**src/hdl/mta_pkg.sv**
```systemverilog
// Package of the marker track association core: widths, codes, command and
// result structures, and the slot-vector helper functions.
// Depends on nothing; every other file of the block imports it.
package mta_pkg;

  localparam int MARKERS    = 8;
  localparam int IDX_W      = (MARKERS > 1) ? $clog2(MARKERS) : 1;
  localparam int COORD_W    = 12;
  localparam int DIM_W      = 13;
  localparam int MOVE_W     = 8;
  localparam int NUM_W      = 6;
  localparam int SLOT_W     = 7;
  localparam int OP_W       = 3;
  localparam int CFG_IDX_W  = 2;
  localparam int CFG_DATA_W = 13;

  // Depth of both the command queue and the result queue (a power of two).
  localparam int QDEPTH = 2;
  localparam int QPTR_W = (QDEPTH > 1) ? $clog2(QDEPTH) : 1;
  localparam int QCNT_W = $clog2(QDEPTH + 1);

  localparam logic [OP_W-1:0] OP_POINT  = 3'd0;
  localparam logic [OP_W-1:0] OP_EOF    = 3'd1;
  localparam logic [OP_W-1:0] OP_MARK   = 3'd2;
  localparam logic [OP_W-1:0] OP_DELETE = 3'd3;
  localparam logic [OP_W-1:0] OP_CLEAR  = 3'd4;

  localparam logic [CFG_IDX_W-1:0] CFG_FRAME_WIDTH  = 2'd0;
  localparam logic [CFG_IDX_W-1:0] CFG_FRAME_HEIGHT = 2'd1;
  localparam logic [CFG_IDX_W-1:0] CFG_MAX_MOVE     = 2'd2;

  localparam logic [DIM_W-1:0]  FRAME_WIDTH_RST  = 13'd320;
  localparam logic [DIM_W-1:0]  FRAME_HEIGHT_RST = 13'd240;
  localparam logic [MOVE_W-1:0] MAX_MOVE_RST     = 8'd8;
  localparam logic [MOVE_W-1:0] MAX_MOVE_MIN     = 8'd3;

  typedef enum logic [1:0] {
    KIND_MOVED    = 2'd0,
    KIND_LOST     = 2'd1,
    KIND_INSERTED = 2'd2,
    KIND_FULL     = 2'd3
  } kind_e;

  typedef enum logic [2:0] {
    CMD_POINT  = 3'd0,
    CMD_EOF    = 3'd1,
    CMD_MARK   = 3'd2,
    CMD_DELETE = 3'd3,
    CMD_CLEAR  = 3'd4
  } cmd_e;

  typedef struct packed {
    cmd_e                cmd;
    logic [COORD_W-1:0]  x;
    logic [COORD_W-1:0]  y;
    logic [IDX_W-1:0]    idx;
  } cmd_t;

  typedef struct packed {
    kind_e               kind;
    logic [SLOT_W-1:0]   slot;
    logic [COORD_W-1:0]  x;
    logic [COORD_W-1:0]  y;
    logic                last;
  } res_t;

  // Keeps only the lowest set bit of a slot vector.
  function automatic logic [MARKERS-1:0] lowest_bit(input logic [MARKERS-1:0] vec);
    return vec & (~vec + MARKERS'(1));
  endfunction

  function automatic logic [IDX_W-1:0] onehot_to_idx(input logic [MARKERS-1:0] oh);
    logic [IDX_W-1:0] idx;
    idx = '0;
    for (int i = 0; i < MARKERS; i++) begin
      if (oh[i]) begin
        idx = idx | IDX_W'(i);
      end
    end
    return idx;
  endfunction

endpackage

```
**src/hdl/mta_front.sv**
```systemverilog
// Front end of the marker track association core: accepts input items,
// classifies them into commands and holds them in a short queue.
// Depends on mta_pkg.
module mta_front import mta_pkg::*; (
  input  logic                clk_i,
  input  logic                rst_ni,
  input  logic                push,
  output logic                full,
  input  logic [OP_W-1:0]     op_i,
  input  logic [COORD_W-1:0]  pos_x_i,
  input  logic [COORD_W-1:0]  pos_y_i,
  input  logic                point_ok_i,
  input  logic [NUM_W-1:0]    marker_number_i,
  output logic                cmd_valid_o,
  output cmd_t                cmd_o,
  input  logic                cmd_pop_i
);

  cmd_t              cmd_in;
  logic              keep;
  logic              wr_en;
  cmd_t              q_mem [QDEPTH];
  logic [QPTR_W-1:0] wr_ptr_q, wr_ptr_d;
  logic [QPTR_W-1:0] rd_ptr_q, rd_ptr_d;
  logic [QCNT_W-1:0] cnt_q, cnt_d;

  // Items that can have no effect (failed points, deletes out of range,
  // unknown operations) are accepted and dropped here.
  always_comb begin
    cmd_in.x   = pos_x_i;
    cmd_in.y   = pos_y_i;
    cmd_in.idx = IDX_W'(marker_number_i - NUM_W'(1));
    cmd_in.cmd = CMD_POINT;
    keep       = 1'b0;
    unique case (op_i)
      OP_POINT: begin
        cmd_in.cmd = CMD_POINT;
        keep       = point_ok_i;
      end
      OP_EOF: begin
        cmd_in.cmd = CMD_EOF;
        keep       = 1'b1;
      end
      OP_MARK: begin
        cmd_in.cmd = CMD_MARK;
        keep       = 1'b1;
      end
      OP_DELETE: begin
        cmd_in.cmd = CMD_DELETE;
        keep       = (marker_number_i != '0) &&
                     ({1'b0, marker_number_i} <= SLOT_W'(MARKERS));
      end
      OP_CLEAR: begin
        cmd_in.cmd = CMD_CLEAR;
        keep       = 1'b1;
      end
      default: begin
        keep = 1'b0;
      end
    endcase
  end

  assign full        = (cnt_q == QCNT_W'(QDEPTH));
  assign wr_en       = push && !full && keep;
  assign cmd_valid_o = (cnt_q != '0);
  assign cmd_o       = q_mem[rd_ptr_q];

  always_comb begin
    wr_ptr_d = wr_ptr_q;
    rd_ptr_d = rd_ptr_q;
    cnt_d    = cnt_q;
    if (wr_en) begin
      wr_ptr_d = wr_ptr_q + QPTR_W'(1);
    end
    if (cmd_pop_i) begin
      rd_ptr_d = rd_ptr_q + QPTR_W'(1);
    end
    if (wr_en && !cmd_pop_i) begin
      cnt_d = cnt_q + QCNT_W'(1);
    end else if (!wr_en && cmd_pop_i) begin
      cnt_d = cnt_q - QCNT_W'(1);
    end
  end

  always_ff @(posedge clk_i or negedge rst_ni) begin
    if (!rst_ni) begin
      wr_ptr_q <= '0;
      rd_ptr_q <= '0;
      cnt_q    <= '0;
    end else begin
      wr_ptr_q <= wr_ptr_d;
      rd_ptr_q <= rd_ptr_d;
      cnt_q    <= cnt_d;
    end
  end

  always_ff @(posedge clk_i) begin
    if (wr_en) begin
      q_mem[wr_ptr_q] <= cmd_in;
    end
  end

  a_cnt_bound: assert property (@(posedge clk_i) disable iff (!rst_ni)
    cnt_q <= QCNT_W'(QDEPTH))
    else $error("command queue count beyond its depth");

  a_pop_has_data: assert property (@(posedge clk_i) disable iff (!rst_ni)
    cmd_pop_i |-> cnt_q != '0)
    else $error("command taken from an empty queue");

  a_drop_keeps_cnt: assert property (@(posedge clk_i) disable iff (!rst_ni)
    (push && !full && !keep && !cmd_pop_i) |=> $stable(cnt_q))
    else $error("dropped item changed the queue count");

endmodule

```
**src/hdl/mta_back.sv**
```systemverilog
// Back end of the marker track association core: configuration registers,
// the marker table and the sequencer that carries out commands and emits results.
// Depends on mta_pkg.
module mta_back import mta_pkg::*; (
  input  logic                  clk_i,
  input  logic                  rst_ni,
  input  logic                  cfg_we_i,
  input  logic [CFG_IDX_W-1:0]  cfg_idx_i,
  input  logic [CFG_DATA_W-1:0] cfg_data_i,
  input  logic                  cmd_valid_i,
  input  cmd_t                  cmd_i,
  output logic                  cmd_pop_o,
  output logic                  res_push_o,
  output res_t                  res_o,
  input  logic                  res_full_i
);

  localparam logic ST_IDLE = 1'b0;
  localparam logic ST_EMIT = 1'b1;

  logic [DIM_W-1:0]   frame_width_q, frame_height_q;
  logic [MOVE_W-1:0]  max_move_q;

  logic [MARKERS-1:0] valid_q, valid_d;
  logic [MARKERS-1:0] found_q, found_d;
  logic [COORD_W-1:0] slot_x_q [MARKERS];
  logic [COORD_W-1:0] slot_y_q [MARKERS];
  logic [MARKERS-1:0] pos_we;

  logic               state_q, state_d;
  kind_e              em_kind_q, em_kind_d;
  logic [MARKERS-1:0] em_vec_q, em_vec_d;
  logic [COORD_W-1:0] em_x_q, em_x_d;
  logic [COORD_W-1:0] em_y_q, em_y_d;

  logic [MARKERS-1:0] match;
  logic [MARKERS-1:0] free_oh;
  logic               in_frame;
  logic [MARKERS-1:0] pick;
  logic [MARKERS-1:0] rest;
  logic [COORD_W-1:0] dx [MARKERS];
  logic [COORD_W-1:0] dy [MARKERS];

  always_ff @(posedge clk_i or negedge rst_ni) begin
    if (!rst_ni) begin
      frame_width_q  <= FRAME_WIDTH_RST;
      frame_height_q <= FRAME_HEIGHT_RST;
      max_move_q     <= MAX_MOVE_RST;
    end else if (cfg_we_i) begin
      unique case (cfg_idx_i)
        CFG_FRAME_WIDTH:  frame_width_q  <= cfg_data_i;
        CFG_FRAME_HEIGHT: frame_height_q <= cfg_data_i;
        CFG_MAX_MOVE: begin
          // Distances below the minimum would lose markers at once.
          if (cfg_data_i[MOVE_W-1:0] >= MAX_MOVE_MIN) begin
            max_move_q <= cfg_data_i[MOVE_W-1:0];
          end
        end
        default: ;
      endcase
    end
  end

  // Every slot compares only its own position, so checking all slots at once
  // gives the same answer as checking them in slot order.
  always_comb begin
    for (int i = 0; i < MARKERS; i++) begin
      dx[i] = (cmd_i.x >= slot_x_q[i]) ? cmd_i.x - slot_x_q[i] : slot_x_q[i] - cmd_i.x;
      dy[i] = (cmd_i.y >= slot_y_q[i]) ? cmd_i.y - slot_y_q[i] : slot_y_q[i] - cmd_i.y;
      match[i] = valid_q[i] && (dx[i] <= COORD_W'(max_move_q)) &&
                 (dy[i] <= COORD_W'(max_move_q));
    end
  end

  assign free_oh  = lowest_bit(~valid_q);
  assign in_frame = ({1'b0, cmd_i.x} < frame_width_q) && ({1'b0, cmd_i.y} < frame_height_q);

  assign pick = lowest_bit(em_vec_q);
  assign rest = em_vec_q & ~pick;

  always_comb begin
    res_o.kind = em_kind_q;
    res_o.x    = em_x_q;
    res_o.y    = em_y_q;
    if (em_kind_q == KIND_FULL) begin
      res_o.slot = '0;
      res_o.last = 1'b1;
    end else begin
      res_o.slot = SLOT_W'(onehot_to_idx(pick)) + SLOT_W'(1);
      res_o.last = (rest == '0);
    end
  end

  always_comb begin
    state_d    = state_q;
    valid_d    = valid_q;
    found_d    = found_q;
    pos_we     = '0;
    em_kind_d  = em_kind_q;
    em_vec_d   = em_vec_q;
    em_x_d     = em_x_q;
    em_y_d     = em_y_q;
    cmd_pop_o  = 1'b0;
    res_push_o = 1'b0;
    unique case (state_q)
      ST_IDLE: begin
        if (cmd_valid_i) begin
          cmd_pop_o = 1'b1;
          em_x_d    = cmd_i.x;
          em_y_d    = cmd_i.y;
          unique case (cmd_i.cmd)
            CMD_POINT: begin
              pos_we    = match;
              found_d   = found_q | match;
              em_kind_d = KIND_MOVED;
              em_vec_d  = match;
              if (match != '0) begin
                state_d = ST_EMIT;
              end
            end
            CMD_EOF: begin
              valid_d   = valid_q & found_q;
              found_d   = '0;
              em_kind_d = KIND_LOST;
              em_vec_d  = valid_q & ~found_q;
              em_x_d    = '0;
              em_y_d    = '0;
              if ((valid_q & ~found_q) != '0) begin
                state_d = ST_EMIT;
              end
            end
            CMD_MARK: begin
              if (in_frame) begin
                state_d = ST_EMIT;
                if (free_oh != '0) begin
                  valid_d   = valid_q | free_oh;
                  pos_we    = free_oh;
                  em_kind_d = KIND_INSERTED;
                  em_vec_d  = free_oh;
                end else begin
                  em_kind_d = KIND_FULL;
                  em_vec_d  = '0;
                end
              end
            end
            CMD_DELETE: begin
              valid_d[cmd_i.idx] = 1'b0;
            end
            CMD_CLEAR: begin
              valid_d = '0;
            end
            default: ;
          endcase
        end
      end
      ST_EMIT: begin
        if (!res_full_i) begin
          res_push_o = 1'b1;
          em_vec_d   = rest;
          if (res_o.last) begin
            state_d = ST_IDLE;
          end
        end
      end
      default: state_d = ST_IDLE;
    endcase
  end

  always_ff @(posedge clk_i or negedge rst_ni) begin
    if (!rst_ni) begin
      state_q   <= ST_IDLE;
      valid_q   <= '0;
      found_q   <= '0;
      em_kind_q <= KIND_MOVED;
      em_vec_q  <= '0;
    end else begin
      state_q   <= state_d;
      valid_q   <= valid_d;
      found_q   <= found_d;
      em_kind_q <= em_kind_d;
      em_vec_q  <= em_vec_d;
    end
  end

  always_ff @(posedge clk_i) begin
    em_x_q <= em_x_d;
    em_y_q <= em_y_d;
    for (int i = 0; i < MARKERS; i++) begin
      if (pos_we[i]) begin
        slot_x_q[i] <= cmd_i.x;
        slot_y_q[i] <= cmd_i.y;
      end
    end
  end

  a_pop_when_idle: assert property (@(posedge clk_i) disable iff (!rst_ni)
    cmd_pop_o |-> (state_q == ST_IDLE) && cmd_valid_i)
    else $error("command taken while results are still pending");

  a_push_has_room: assert property (@(posedge clk_i) disable iff (!rst_ni)
    res_push_o |-> !res_full_i)
    else $error("result pushed into a full queue");

  a_last_ends_item: assert property (@(posedge clk_i) disable iff (!rst_ni)
    (res_push_o && res_o.last) |=> state_q == ST_IDLE)
    else $error("sequencer did not return to idle after the final result");

  a_emit_has_slots: assert property (@(posedge clk_i) disable iff (!rst_ni)
    (state_q == ST_EMIT && em_kind_q != KIND_FULL) |-> em_vec_q != '0)
    else $error("emission with no slot left to report");

endmodule

```
**src/hdl/mta_res_fifo.sv**
```systemverilog
// Result queue of the marker track association core: a short queue of result
// transactions that parts the sequencer from the receiver.
// Depends on mta_pkg.
module mta_res_fifo import mta_pkg::*; (
  input  logic clk_i,
  input  logic rst_ni,
  input  logic push_i,
  input  res_t res_i,
  output logic full_o,
  output logic empty_o,
  input  logic pop_i,
  output res_t res_o
);

  res_t              q_mem [QDEPTH];
  logic [QPTR_W-1:0] wr_ptr_q, rd_ptr_q;
  logic [QCNT_W-1:0] cnt_q;
  logic              do_pop;

  assign full_o  = (cnt_q == QCNT_W'(QDEPTH));
  assign empty_o = (cnt_q == '0);
  assign do_pop  = pop_i && !empty_o;
  assign res_o   = q_mem[rd_ptr_q];

  always_ff @(posedge clk_i or negedge rst_ni) begin
    if (!rst_ni) begin
      wr_ptr_q <= '0;
      rd_ptr_q <= '0;
      cnt_q    <= '0;
    end else begin
      if (push_i) begin
        wr_ptr_q <= wr_ptr_q + QPTR_W'(1);
      end
      if (do_pop) begin
        rd_ptr_q <= rd_ptr_q + QPTR_W'(1);
      end
      if (push_i && !do_pop) begin
        cnt_q <= cnt_q + QCNT_W'(1);
      end else if (!push_i && do_pop) begin
        cnt_q <= cnt_q - QCNT_W'(1);
      end
    end
  end

  always_ff @(posedge clk_i) begin
    if (push_i) begin
      q_mem[wr_ptr_q] <= res_i;
    end
  end

  a_cnt_bound: assert property (@(posedge clk_i) disable iff (!rst_ni)
    cnt_q <= QCNT_W'(QDEPTH))
    else $error("result queue count beyond its depth");

  a_no_overrun: assert property (@(posedge clk_i) disable iff (!rst_ni)
    push_i |-> !full_o)
    else $error("result queue overrun");

  a_pop_fill: assert property (@(posedge clk_i) disable iff (!rst_ni)
    (do_pop && !push_i) |=> cnt_q == $past(cnt_q) - QCNT_W'(1))
    else $error("result queue count did not drop on a pop");

endmodule

```
**src/hdl/marker_track_association_core.sv**
```systemverilog
// Top level of the marker track association core: front end, back end and
// result queue. Depends on mta_pkg, mta_front, mta_back and mta_res_fifo.
//
// Usage: items enter through a queue-like port (push/full) with fields op_i,
// pos_x_i, pos_y_i, point_ok_i and marker_number_i. Results leave through a
// queue-like port (empty/pop) with kind_o, slot_o, out_x_o, out_y_o and
// last_o; last_o marks the final result of one item. The user must see that
// registers are written through cfg_we_i, cfg_idx_i and cfg_data_i only while
// the block is idle; the block itself does not enforce it. Timing: the front
// end queues a classified item. The back end takes one command per cycle when
// idle, updates the marker table in that cycle and then emits one result per
// cycle while the result queue has room. The first result of an item passes
// through the command queue, the emission registers and the result queue.
// Items that can have no effect are dropped by the front end at once.
// Reset empties both queues, frees every marker and restores the registers
// to width 320, height 240 and max_move 8. When the receiver stalls, the
// result queue fills, the sequencer waits, and then the command queue fills
// and full is raised; nothing is lost.
module marker_track_association_core import mta_pkg::*; (
  input  logic                  clk_i,
  input  logic                  rst_ni,
  input  logic                  cfg_we_i,
  input  logic [CFG_IDX_W-1:0]  cfg_idx_i,
  input  logic [CFG_DATA_W-1:0] cfg_data_i,
  input  logic                  push,
  output logic                  full,
  input  logic [OP_W-1:0]       op_i,
  input  logic [COORD_W-1:0]    pos_x_i,
  input  logic [COORD_W-1:0]    pos_y_i,
  input  logic                  point_ok_i,
  input  logic [NUM_W-1:0]      marker_number_i,
  output logic                  empty,
  input  logic                  pop,
  output logic [1:0]            kind_o,
  output logic [SLOT_W-1:0]     slot_o,
  output logic [COORD_W-1:0]    out_x_o,
  output logic [COORD_W-1:0]    out_y_o,
  output logic                  last_o
);

  logic cmd_valid;
  cmd_t cmd;
  logic cmd_pop;
  logic res_push;
  logic res_full;
  res_t res_in;
  res_t res_out;

  mta_front u_front (
    .clk_i           (clk_i),
    .rst_ni          (rst_ni),
    .push            (push),
    .full            (full),
    .op_i            (op_i),
    .pos_x_i         (pos_x_i),
    .pos_y_i         (pos_y_i),
    .point_ok_i      (point_ok_i),
    .marker_number_i (marker_number_i),
    .cmd_valid_o     (cmd_valid),
    .cmd_o           (cmd),
    .cmd_pop_i       (cmd_pop)
  );

  mta_back u_back (
    .clk_i       (clk_i),
    .rst_ni      (rst_ni),
    .cfg_we_i    (cfg_we_i),
    .cfg_idx_i   (cfg_idx_i),
    .cfg_data_i  (cfg_data_i),
    .cmd_valid_i (cmd_valid),
    .cmd_i       (cmd),
    .cmd_pop_o   (cmd_pop),
    .res_push_o  (res_push),
    .res_o       (res_in),
    .res_full_i  (res_full)
  );

  mta_res_fifo u_res_fifo (
    .clk_i   (clk_i),
    .rst_ni  (rst_ni),
    .push_i  (res_push),
    .res_i   (res_in),
    .full_o  (res_full),
    .empty_o (empty),
    .pop_i   (pop),
    .res_o   (res_out)
  );

  assign kind_o  = res_out.kind;
  assign slot_o  = res_out.slot;
  assign out_x_o = res_out.x;
  assign out_y_o = res_out.y;
  assign last_o  = res_out.last;

endmodule
```
**config.mk**
```make
export PLATFORM = sky130hd
export DESIGN_NAME = marker_track_association_core
export DESIGN_NICKNAME = d
export VERILOG_FILES = /design/src/hdl/mta_pkg.sv /design/src/hdl/mta_front.sv /design/src/hdl/mta_back.sv /design/src/hdl/mta_res_fifo.sv /design/src/hdl/marker_track_association_core.sv
export SDC_FILE = /design/constraint.sdc
export NUM_CORES = 1
export LEC_CHECK = 0
export ABC_AREA = 1
export BUFFER_PORTS_ARGS = -buffer_cell sky130_fd_sc_hd__buf_2
export CORE_MARGIN = 5
export CORE_UTILIZATION = 32
export CTS_BUF_LIST = sky130_fd_sc_hd__clkbuf_4 sky130_fd_sc_hd__clkbuf_8
export CTS_CLUSTER_SIZE = 12
export DETAILED_ROUTE_END_ITERATION = 10
export SKIP_LAST_GASP = 1
export SYNTH_ARGS = -nofsm -noshare
export SYNTH_HDL_FRONTEND = slang
export SYNTH_SLANG_ARGS = --single-unit
export TNS_END_PERCENT = 100
```
**constraint.sdc**
```tcl
create_clock -name clk_i -period 14.7 [get_ports clk_i]
set_clock_uncertainty 0.1 [all_clocks]
set_input_delay 4.41 -clock clk_i [delete_from_list [all_inputs] [get_ports clk_i]]
set_output_delay 4.41 -clock clk_i [all_outputs]
set_load 0.02 [all_outputs]
```
# After elaboration in Yosys (flattened, before gate mapping)
# Memories as Yosys holds them, arrays and structs flattened.
# Index checks and enable logic that the tools add are counted.
# classes
addsub	44
eq_ne	19
n_lt_le_gt_ge	38
bitwise_logic	15
n_reduce_logical	56
mux	83
# ops
operator	n
12-bit subtractor	32
12-bit >= comparator	16
12-bit by 8-bit <= comparator with 1-bit output	16
12-bit 2-to-1 mux	16
8-bit 2-to-1 mux	9
8-bit AND	6
8-bit inverter	6
8-bit one-hot mux with 2 select lines	3
1-bit 2-to-1 mux	34
8-bit one-hot mux with 4 select lines	1
1-bit logical AND	26
12-bit by 13-bit < comparator with 1-bit output	2
8-bit one-hot mux with 3 select lines	1
8-bit nonzero test	3
8-bit by 1-bit adder with 8-bit output, second input constant	2
8-bit OR	2
3-bit 2-to-1 mux	5
2-bit 2-to-1 mux	7
3-bit by 2-bit == test with 1-bit output, second input constant	4
3-bit one-hot mux with 4 select lines	1
2-bit == test, second input constant	4
8-bit by 2-bit >= comparator with 1-bit output, second input constant	1
8-bit logical NOT	1
4-bit AND reduction	2
32 further kinds	55
# word_totals
out_inout_bits	36
ff_bits	93
ram_bits	320
mem_count	4
word_cells	275
input_bits	54
# memory_table
name	depth	word_bits	read_ports	rd_ports_with_merged_regs	wr	line_no	rtl
u_back.slot_x_q	8	12	8	0	8	mta_back.sv:26	logic [COORD_W-1:0] slot_x_q [MARKERS];
u_back.slot_y_q	8	12	8	0	8	mta_back.sv:27	logic [COORD_W-1:0] slot_y_q [MARKERS];
u_res_fifo.q_mem	2	34	1	0	1	mta_res_fifo.sv:15	res_t q_mem [QDEPTH];
u_front.q_mem	2	30	1	0	1	mta_front.sv:22	cmd_t q_mem [QDEPTH];

# Depth between registers and ports, before layout
# Gate-level depths: netlist of run 1.
# logic_depth
ltp_word	13
mapped_depth	40
mapped_depth_nobuf	39

# By module
# From an unflattened synthesis of run 1, not the netlist that was laid out.
# unflattened
cells_unflattened	5459
area_unflattened_um2	39555.4
# modules_own_cells
mod	seq_area_each_um2	cells_each	area_per_inst_um2	n_inst
mta_back	8021.4	5104	34165.3	1
mta_res_fifo	2142.1	205	2746.4	1
mta_front	1901.8	150	2643.8	1

# Least setup slack after synthesis of run 1
# Ideal clock, no wire load.
# synth_timing
kind	flip-flop to flip-flop
start	register u_front.rd_ptr_q
end	memory u_back.slot_x_q[4][0] (netlist: u_back.slot_x_q[1][0]) (enable)
setup_time_ps	413
slack_ps	6256
path_buffers	2
stages_incl_launch_ff	31
period_less_slack_ps	8444
t_arrival_ps	7931
required_ps	14187
cell_sequence	dfrtp_1 buf_2 clkbuf_1 o21ai_0 inv_1 fa_1 a21oi_1 nand2_1 nand2_1 inv_1 nor2_4 or2_2 o22ai_1 a221oi_1 xor2_1 inv_1 ha_1 nand2_1 nor2_1 nand4_1 nand2_1 nand2_1 nor2_1 nand2_1 inv_1 nand2_1 nor2_1 nand3_1 inv_1 nand2_1 a21oi_1
# synth_lines
item	line_no	rtl
from (decl)	mta_front.sv:24	logic [QPTR_W-1:0] rd_ptr_q, rd_ptr_d;
from (signal assigned)	mta_front.sv:92	rd_ptr_q <= rd_ptr_d;
to (decl)	mta_back.sv:26	

# Worst setup path after layout of run 1
# layout_timing
start	register u_res_fifo.rd_ptr_q
end	output last_o
# layout_between
elab_chain_len	1
# layout_lines
item	line_no	rtl
from (decl)	mta_res_fifo.sv:16	logic [QPTR_W-1:0] wr_ptr_q, rd_ptr_q;
from (signal assigned)	mta_res_fifo.sv:35	rd_ptr_q <= rd_ptr_q + QPTR_W'(1);
memory read 2 x 34 bit	n/a	
to (decl)	marker_track_association_core.sv:38	output logic last_o
# Every way passes these cells.

==> flow_summary_export.csv, run 1 <==
group,metric,value,unit
placed_design,gp_congestion,0.9547,
power_and_ir_drop,power_leakage,22.32,nW
logic_synthesis,synth_seq_cells,407,
logic_synthesis,ys_seq_area_frac,0.3024,
global_route,grt_pass1_wl,201100,um
global_route,grt_antenna_before_repair,6,
floorplanning,die-area,0.1299,sq mm
power_and_ir_drop,combPwrFrac,0.715,
placed_design,portBuffers,86,
timing,slew_headroom,0.2075,
timing,min_period,7.203,ns
clocking,path_clk_slew,0.06,ns
placed_design,post-dp-hpwl,99510,um
clocking,cts_hold_buf,0,
cells_and_area,drive_gt1_frac,0.07972,
floorplanning,die_width,360.5,um
timing,rsz0062_at_grt,"no",
critical_path,cp-end-kind,"output pin",
power_and_ir_drop,power_frac_clock,0.121,
logic_synthesis,synth_fa_ha_area_frac,0.1828,
clocking,clockBufferDepth,3,
timing,fin_hold_ws,0.3244,ns
detailed_routing,vias,36180,
floorplanning,core_area,0.1219,sq mm
global_route,grt_start_max_net_pins,61,
placed_design,numPlacedInstances,7203,
logic_synthesis,ys_async_sr_fraction,0.1695,
critical_path,rr_worst_depth,30,
hold_path,hp-class,"register to register",
critical_path,r2r_slack,7.72,ns
logic_synthesis,netlist_instances,5479,
detailed_routing,met2_length,59460,um
clocking,cts_root_buffer,"clkbuf_8",
clocking,cts_buffers,80,
timing,drv_slew,0,
timing,hold_viol,0,
detailed_routing,wl_met3,9111,um
logic_synthesis,yosys.cell_types.count,66,
cells_and_area,fin_area,0.04356,sq mm
critical_path,regToRegStartpoint,"u_front.rd_ptr_q",
floorplanning,start_util,0.3225,
floorplanning,io_pins,90,
floorplanning,die_h,360.5,um
clocking,cts_tree,"built",
logic_synthesis,synth_compound_area_frac,0.1016,
hold_path,worstHoldEndpoint,"u_res_fifo.q_mem[1][21]",
hold_path,min-delay-start,"u_back.em_x_q[8]",
global_route,grt_pass1_vias,34550,
logic_synthesis,synth.cell_area,0.03931,sq mm
logic_synthesis,synthXorXnorAreaFrac,0.02429,
detailed_routing,dr.pass1.iters,7,
power_and_ir_drop,seq_power_share,0.165,
logic_synthesis,synth-simple-area-share,0.2809,
cells_and_area,fin_nets,6269,
power_and_ir_drop,max-vdd-ir-drop,0.1063,mV
timing,worst_slack,7.497,ns
flow_run,max_cap_viol_count,0,
timing,setup_tns,0,ns
logic_synthesis,synth-edff-count,338,
power_and_ir_drop,power_density,220.2,mW/mm^2
floorplanning,rows,128,
timing,final-setup-viol-count,0,
timing,fin_crit_sh,0.4900,
timing,fmax,0.1388,GHz
critical_path,start_kind,"register",
critical_path,cp.required,10.19,ns
global_route,grt.total_usage,0.1975,
hold_path,min_path_cells,0,
logic_synthesis,post_synth.cell_area_avg,7.174,sq um
logic_synthesis,synth-main-ff-cell,"edfxtp_1",
power_and_ir_drop,switching_share,0.5477,
detailed_routing,antenna_left,0,
placed_design,place_ws,7.582,ns
clocking,post_cts_buffers,0,
detailed_routing,avgRoutedWirePerCell,18.11,um
timing,tightest_slew,1.187,ns
logic_synthesis,synth_top_family_by_area,"simple AND/OR/NAND/NOR gates",
detailed_routing,drc,0,
clocking,worstSkewPairLatency,0.71,ns
cells_and_area,layout_commonest_cell,"nand2_1",
critical_path,critPathKind,"register to output pin",
clocking,ctsResizeCount,0,
clocking,cts_sinks,407,
clocking,htree_num_levels,3,
cells_and_area,final_cell_mix,"nand2_1, inv_1, ha_1, nor2_1, edfxtp_1",
cells_and_area,num-fill-cells,12890,
power_and_ir_drop,p_sw,5.254,mW
detailed_routing,wl_met1,58710,um
detailed_routing,viasPerCell,4.924,
logic_synthesis,yosysWarningCount,0,
critical_path,critPathMaxFanout,32,
global_route,overflow,0,
outcome,status,"complete, no violations",
cells_and_area,syn_to_final_growth,10.82,%
logic_synthesis,muxShareOfSynthArea,0.004584,
cells_and_area,stdcell_count,7347,
power_and_ir_drop,intPower,4.339,mW
detailed_routing,drt-initial-drc-count,2709,
critical_path,arrival,2.69,ns
detailed_routing,highest_layer,"met4",
critical_path,regToRegEndpoint,"u_back.slot_x_q[0][18]",
detailed_routing,routed_wl,133100,um
placed_design,placed_cell_area,0.04201,sq mm
final cells by class:
type                            count  area [sq um]  share of cell area
Antenna cell                        2         5.005           0.0001149
Clock buffer                      111          1334             0.03062
Clock inverter                     31         207.7            0.004768
Inverter                          993          3727             0.08557
Multi-Input combinational cell   4026         23440              0.5381
Sequential cell                   407         11890              0.2728
Tap cell                         1625          2033             0.04668
Timing Repair Buffer              152         928.4             0.02131
power groups by stage:
| stage | Sequential [mW] | Combinational (mW) | Clock (mW) |
|---|---|---|---|
| finish | 1.58 | 6.86 | 1.16 |
| global route | 1.59 | 7.70 | 1.24 |
| CTS | 1.58 | 6.81 | 1.18 |
| detailed placement | 1.60 | 6.78 | 0 |
| global placement | 1.60 | 6.71 | 0 |
| floorplan | 1.58 | 4.75 | 0 |
synthesized netlist by cell type, types with 4 or more instances:
library cell / number / area, sq um
a21boi_0: 7 / 52.55
a21o_1: 22 / 165.2
a21oi_1: 291 / 1456
a21oi_2: 7 / 61.31
a221oi_1: 4 / 35.03
a31oi_1: 10 / 62.56
and2_1: 12 / 75.07
buf_2: 17 / 85.08
buf_4: 6 / 45.04
buf_6: 10 / 112.6
clkbuf_1: 20 / 75.07
clkinv_1: 6 / 22.52
dfrtp_1: 62 / 1551
dfstp_2: 7 / 183.9
edfxtp_1: 338 / 10150
fa_1: 32 / 640.6
ha_1: 523 / 6544
inv_1: 963 / 3615
inv_2: 24 / 90.09
mux2i_1: 18 / 180.2
nand2_1: 1706 / 6404
nand2_2: 28 / 175.2
nand3_1: 276 / 1381
nand3_2: 13 / 130.1
nand3b_1: 6 / 45.04
nand4_1: 73 / 456.7
nor2_1: 449 / 1685
nor2_2: 23 / 143.9
nor2_4: 9 / 101.4
nor3_1: 17 / 85.08
nor4_1: 4 / 25.02
o211ai_1: 15 / 112.6
o21a_1: 24 / 180.2
o21ai_0: 183 / 915.9
o21ai_1: 8 / 40.04
o21ai_2: 12 / 105.1
o21bai_1: 57 / 427.9
o221ai_1: 16 / 140.1
o22ai_1: 4 / 25.02
o31ai_1: 5 / 37.54
or2_2: 26 / 162.7
xnor2_1: 60 / 525.5
xor2_1: 49 / 429.2
critical path, stage by stage, from the launching register on:
cell and delay (ns):
dfrtp_1 0.36, buf_4 0.24, inv_1 0.91, nand2_1 0.10
nand2_1 0.15, buf_2 0.18
per-stage QoR:
| stage | power, mW | utilization |
|---|---|---|
| after global placement | 8.310 | 0.3447 |
| after global routing | 10.53 | 0.3574 |
| final | 9.592 | 0.3574 |
| after floorplan | 6.331 | - |
| after detailed placement | 8.378 | 0.3447 |
| after CTS | 9.577 | 0.3574 |
flip-flops by register name, indices dropped and copies added (netlist names), 2 cells and up:
name,count
u_back.frame_width_q,13
u_back.em_kind_q,2
u_front.q_mem,60
u_res_fifo.q_mem,62
u_back.em_vec_q,8
u_back.em_x_q,12
u_back.frame_height_q,13
u_back.slot_x_q,96
u_back.found_q,8
u_back.em_y_q,12
u_res_fifo.cnt_q,2
u_front.cnt_q,2
u_back.valid_q,8
u_back.max_move_q,8
u_back.slot_y_q,96
cell families (layout without fill, tap and decap cells):
family                     after synthesis  after routing
AOI/OAI and AO/OA                      684            684
xor gates and xnor gates               109            109
adders and majority gates              555            555
buffers and inverters                 1048           1287
DFF                                    407            407
muxes                                   18             18
other                                    1              5
and+or+nand+nor                       2657           2657
layer usage:
layer  vias up  GRT usage
met3       256    0.03482
li1      17920          -
met4         0    0.07694
met2      1201     0.3225
met1     16800     0.2609
met5         -          0
worst max path at each step:
stage | from | to | slack (ns) | depth (start not counted)
5_1_grt | u_front.rd_ptr_q | u_back.slot_x_q[1][46] | 7.17 | 28
4_1_cts | u_res_fifo.rd_ptr_q | last_o | 7.45 | 5
2_1_floorplan | u_front.rd_ptr_q | u_back.slot_x_q[1][0] | 6.26 | 30
3_3_place_gp | marker_number_i[0] | u_front.q_mem[1][16] | 7.59 | 8
3_5_place_dp | marker_number_i[0] | u_front.q_mem[1][16] | 7.58 | 8
6_report | u_res_fifo.rd_ptr_q | last_o | 7.50 | 5
No activity file was read; power rests on OpenSTA's default activity.
==> inputs of run 2 (changes only) <==
==> constraint.sdc (replaced) <==
create_clock -name clk_i -period 6.65 [get_ports clk_i]
set_clock_uncertainty 0.1 [all_clocks]
set_input_delay 1.995 -clock clk_i [delete_from_list [all_inputs] [get_ports clk_i]]
set_output_delay 1.995 -clock clk_i [all_outputs]
set_load 0.02 [all_outputs]
==> flow_summary_export.csv, run 2 (same netlist as run 1, synthesis figures left out) <==
group,metric,value,unit
detailed_routing,viasPerCell,4.907,
floorplanning,start_util,0.3225,
placed_design,placed_cell_area,0.04241,sq mm
clocking,worstSkewPairLatency,0.72,ns
critical_path,start_kind,"register",
global_route,grt_pass1_vias,34630,
cells_and_area,fin_area,0.04421,sq mm
floorplanning,io_pins,90,
global_route,grt_antenna_before_repair,5,
critical_path,regToRegEndpoint,"u_back.slot_x_q[1][46]",
critical_path,r2r_slack,0.35,ns
floorplanning,die_h,360.5,um
critical_path,critPathMaxFanout,15,
detailed_routing,avgRoutedWirePerCell,18.65,um
power_and_ir_drop,max-vdd-ir-drop,0.2392,mV
critical_path,regToRegStartpoint,"u_front.rd_ptr_q",
clocking,cts_hold_buf,0,
placed_design,post-dp-hpwl,107600,um
power_and_ir_drop,p_sw,11.87,mW
cells_and_area,reg.largest.list,"u_back.slot_x_q x96, u_back.slot_y_q x96, u_res_fifo.q_mem x62",
clocking,clockBufferDepth,3,
hold_path,hp-class,"register to register",
power_and_ir_drop,intPower,9.926,mW
floorplanning,rows,128,
critical_path,worst_path_max_delay_cell,"dfrtp_1",
power_and_ir_drop,power_frac_clock,0.122,
clocking,cts_sinks,407,
cells_and_area,fin_nets,6328,
cells_and_area,stdcell_count,7405,
cells_and_area,syn_to_final_growth,12.46,%
timing,final-setup-viol-count,0,
cells_and_area,layout_commonest_cell,"nand2_1",
timing,worst_slack,0.3465,ns
critical_path,rr_worst_depth,32,
critical_path,cp-end-kind,"register",
cells_and_area,drive_gt1_frac,0.08982,
hold_path,worstHoldEndpoint,"u_res_fifo.q_mem[1][6]",
clocking,htree_num_levels,3,
global_route,grt_start_max_net_pins,70,
floorplanning,die_width,360.5,um
detailed_routing,drt-initial-drc-count,3078,
timing,slew_headroom,0.2175,
outcome,status,"complete, no violations",
detailed_routing,antenna_left,0,
critical_path,arrival,6.58,ns
critical_path,cp.required,6.92,ns
placed_design,portBuffers,86,
timing,fmax,0.1586,GHz
timing,drv_slew,0,
placed_design,place_ws,0.1832,ns
detailed_routing,vias,36330,
global_route,grt.total_usage,0.2057,
global_route,grt_pass1_wl,207700,um
detailed_routing,routed_wl,138100,um
hold_path,min_path_cells,0,
detailed_routing,drc,0,
placed_design,gp_congestion,0.9655,
critical_path,slowest_delay,0.43,ns
timing,fin_crit_sh,0.9479,
critical_path,cpMostUsedCell,"nand2_1",
power_and_ir_drop,switching_share,0.5447,
placed_design,numPlacedInstances,7249,
clocking,path_clk_slew,0.06,ns
power_and_ir_drop,seq_power_share,0.160,
clocking,cts_tree,"built",
clocking,cts_buffers,77,
global_route,overflow,0,
power_and_ir_drop,power_density,493.1,mW/mm^2
timing,tightest_slew,1.172,ns
power_and_ir_drop,combPwrFrac,0.718,
flow_run,max_cap_viol_count,0,
cells_and_area,final_util,0.3627,
timing,hold_viol,0,
floorplanning,die-area,0.1299,sq mm
power_and_ir_drop,power_leakage,22.64,nW
clocking,cts_root_buffer,"clkbuf_8",
timing,min_period,6.304,ns
detailed_routing,dr.pass1.iters,8,
critical_path,critPathKind,"register to register",
timing,fin_hold_ws,0.3455,ns
cells_and_area,final_cell_mix,"nand2_1, inv_1, ha_1, nor2_1, edfxtp_1",
floorplanning,core_area,0.1219,sq mm
hold_path,min-delay-start,"u_back.em_y_q[5]",
run 2: worst max-delay path: cells and delay by family (launching register included):
| kind | cells | cell delay (ns) |
|---|---|---|
| buffers and inverters | 9 | 1.50 |
| and+or+nand+nor | 16 | 2.14 |
| DFF | 1 | 0.43 |
| xor gates and xnor gates | 1 | 0.17 |
| adders and majority gates | 2 | 0.47 |
| AOI/OAI and AO/OA | 4 | 1.11 |
run 2: how the worst max path moves through the flow:
stage	slack, ns	to	start
floorplan	0.25	u_back.slot_x_q[0][0]	u_front.rd_ptr_q
global placement	0.29	u_back.slot_x_q[0][29]	u_front.rd_ptr_q
detailed placement	0.18	u_back.slot_x_q[0][28]	u_front.rd_ptr_q
CTS	0.14	u_back.slot_y_q[0][33]	u_front.rd_ptr_q
global route	-0.0009	u_back.slot_x_q[1][46]	u_front.rd_ptr_q
finish	0.35	u_back.slot_x_q[1][46]	u_front.rd_ptr_q
run 2: what timing repair did:
action                                  4_1_cts  5_1_grt
resized for setup                             0       13
endpoints found under the hold margin         0        0
endpoints found under the setup margin        0      140
setup buffers                                 0       16
run 2: layout make-up:
type                       instances  area (sq um)
fill                           12920         77670
multi-input combinational       4026         23450
antenna                            2         5.005
timing repair buffer             214          1476
clock buffer                      95          1207
sequential                       407         11890
tap                             1625          2033
clock inverter                    43         404.1
inverter                         993          3749
run 2: layer usage:
| metal | up-vias | GRT usage | part of all wire |
|---|---|---|---|
| li1 | 18050 | - | - |
| met1 | 16900 | 0.2741 | 0.44 |
| met2 | 1175 | 0.3402 | 0.45 |
| met3 | 215 | 0.02686 | 0.062 |
| met4 | 2 | 0.08019 | 0.043 |
| met5 | - | 0 | 0.000094 |
run 2: power by group through the flow:
stage,clock [mW],sequential (mW),combinational [mW]
after floorplan,0,3.49,10.5
after CTS,2.73,3.50,15.5
final,2.66,3.50,15.6
after global placement,0,3.54,15.4
after detailed placement,0,3.55,15.4
after global routing,2.85,3.53,17.5
run 2: stage by stage:
stage / setup TNS (ns) / power (mW)
after global placement: 0 / 18.89
final: 0 / 21.80
after floorplan: 0 / 14.00
after CTS: 0 / 21.68
after global routing: -0.002600 / 23.86
after detailed placement: 0 / 18.92
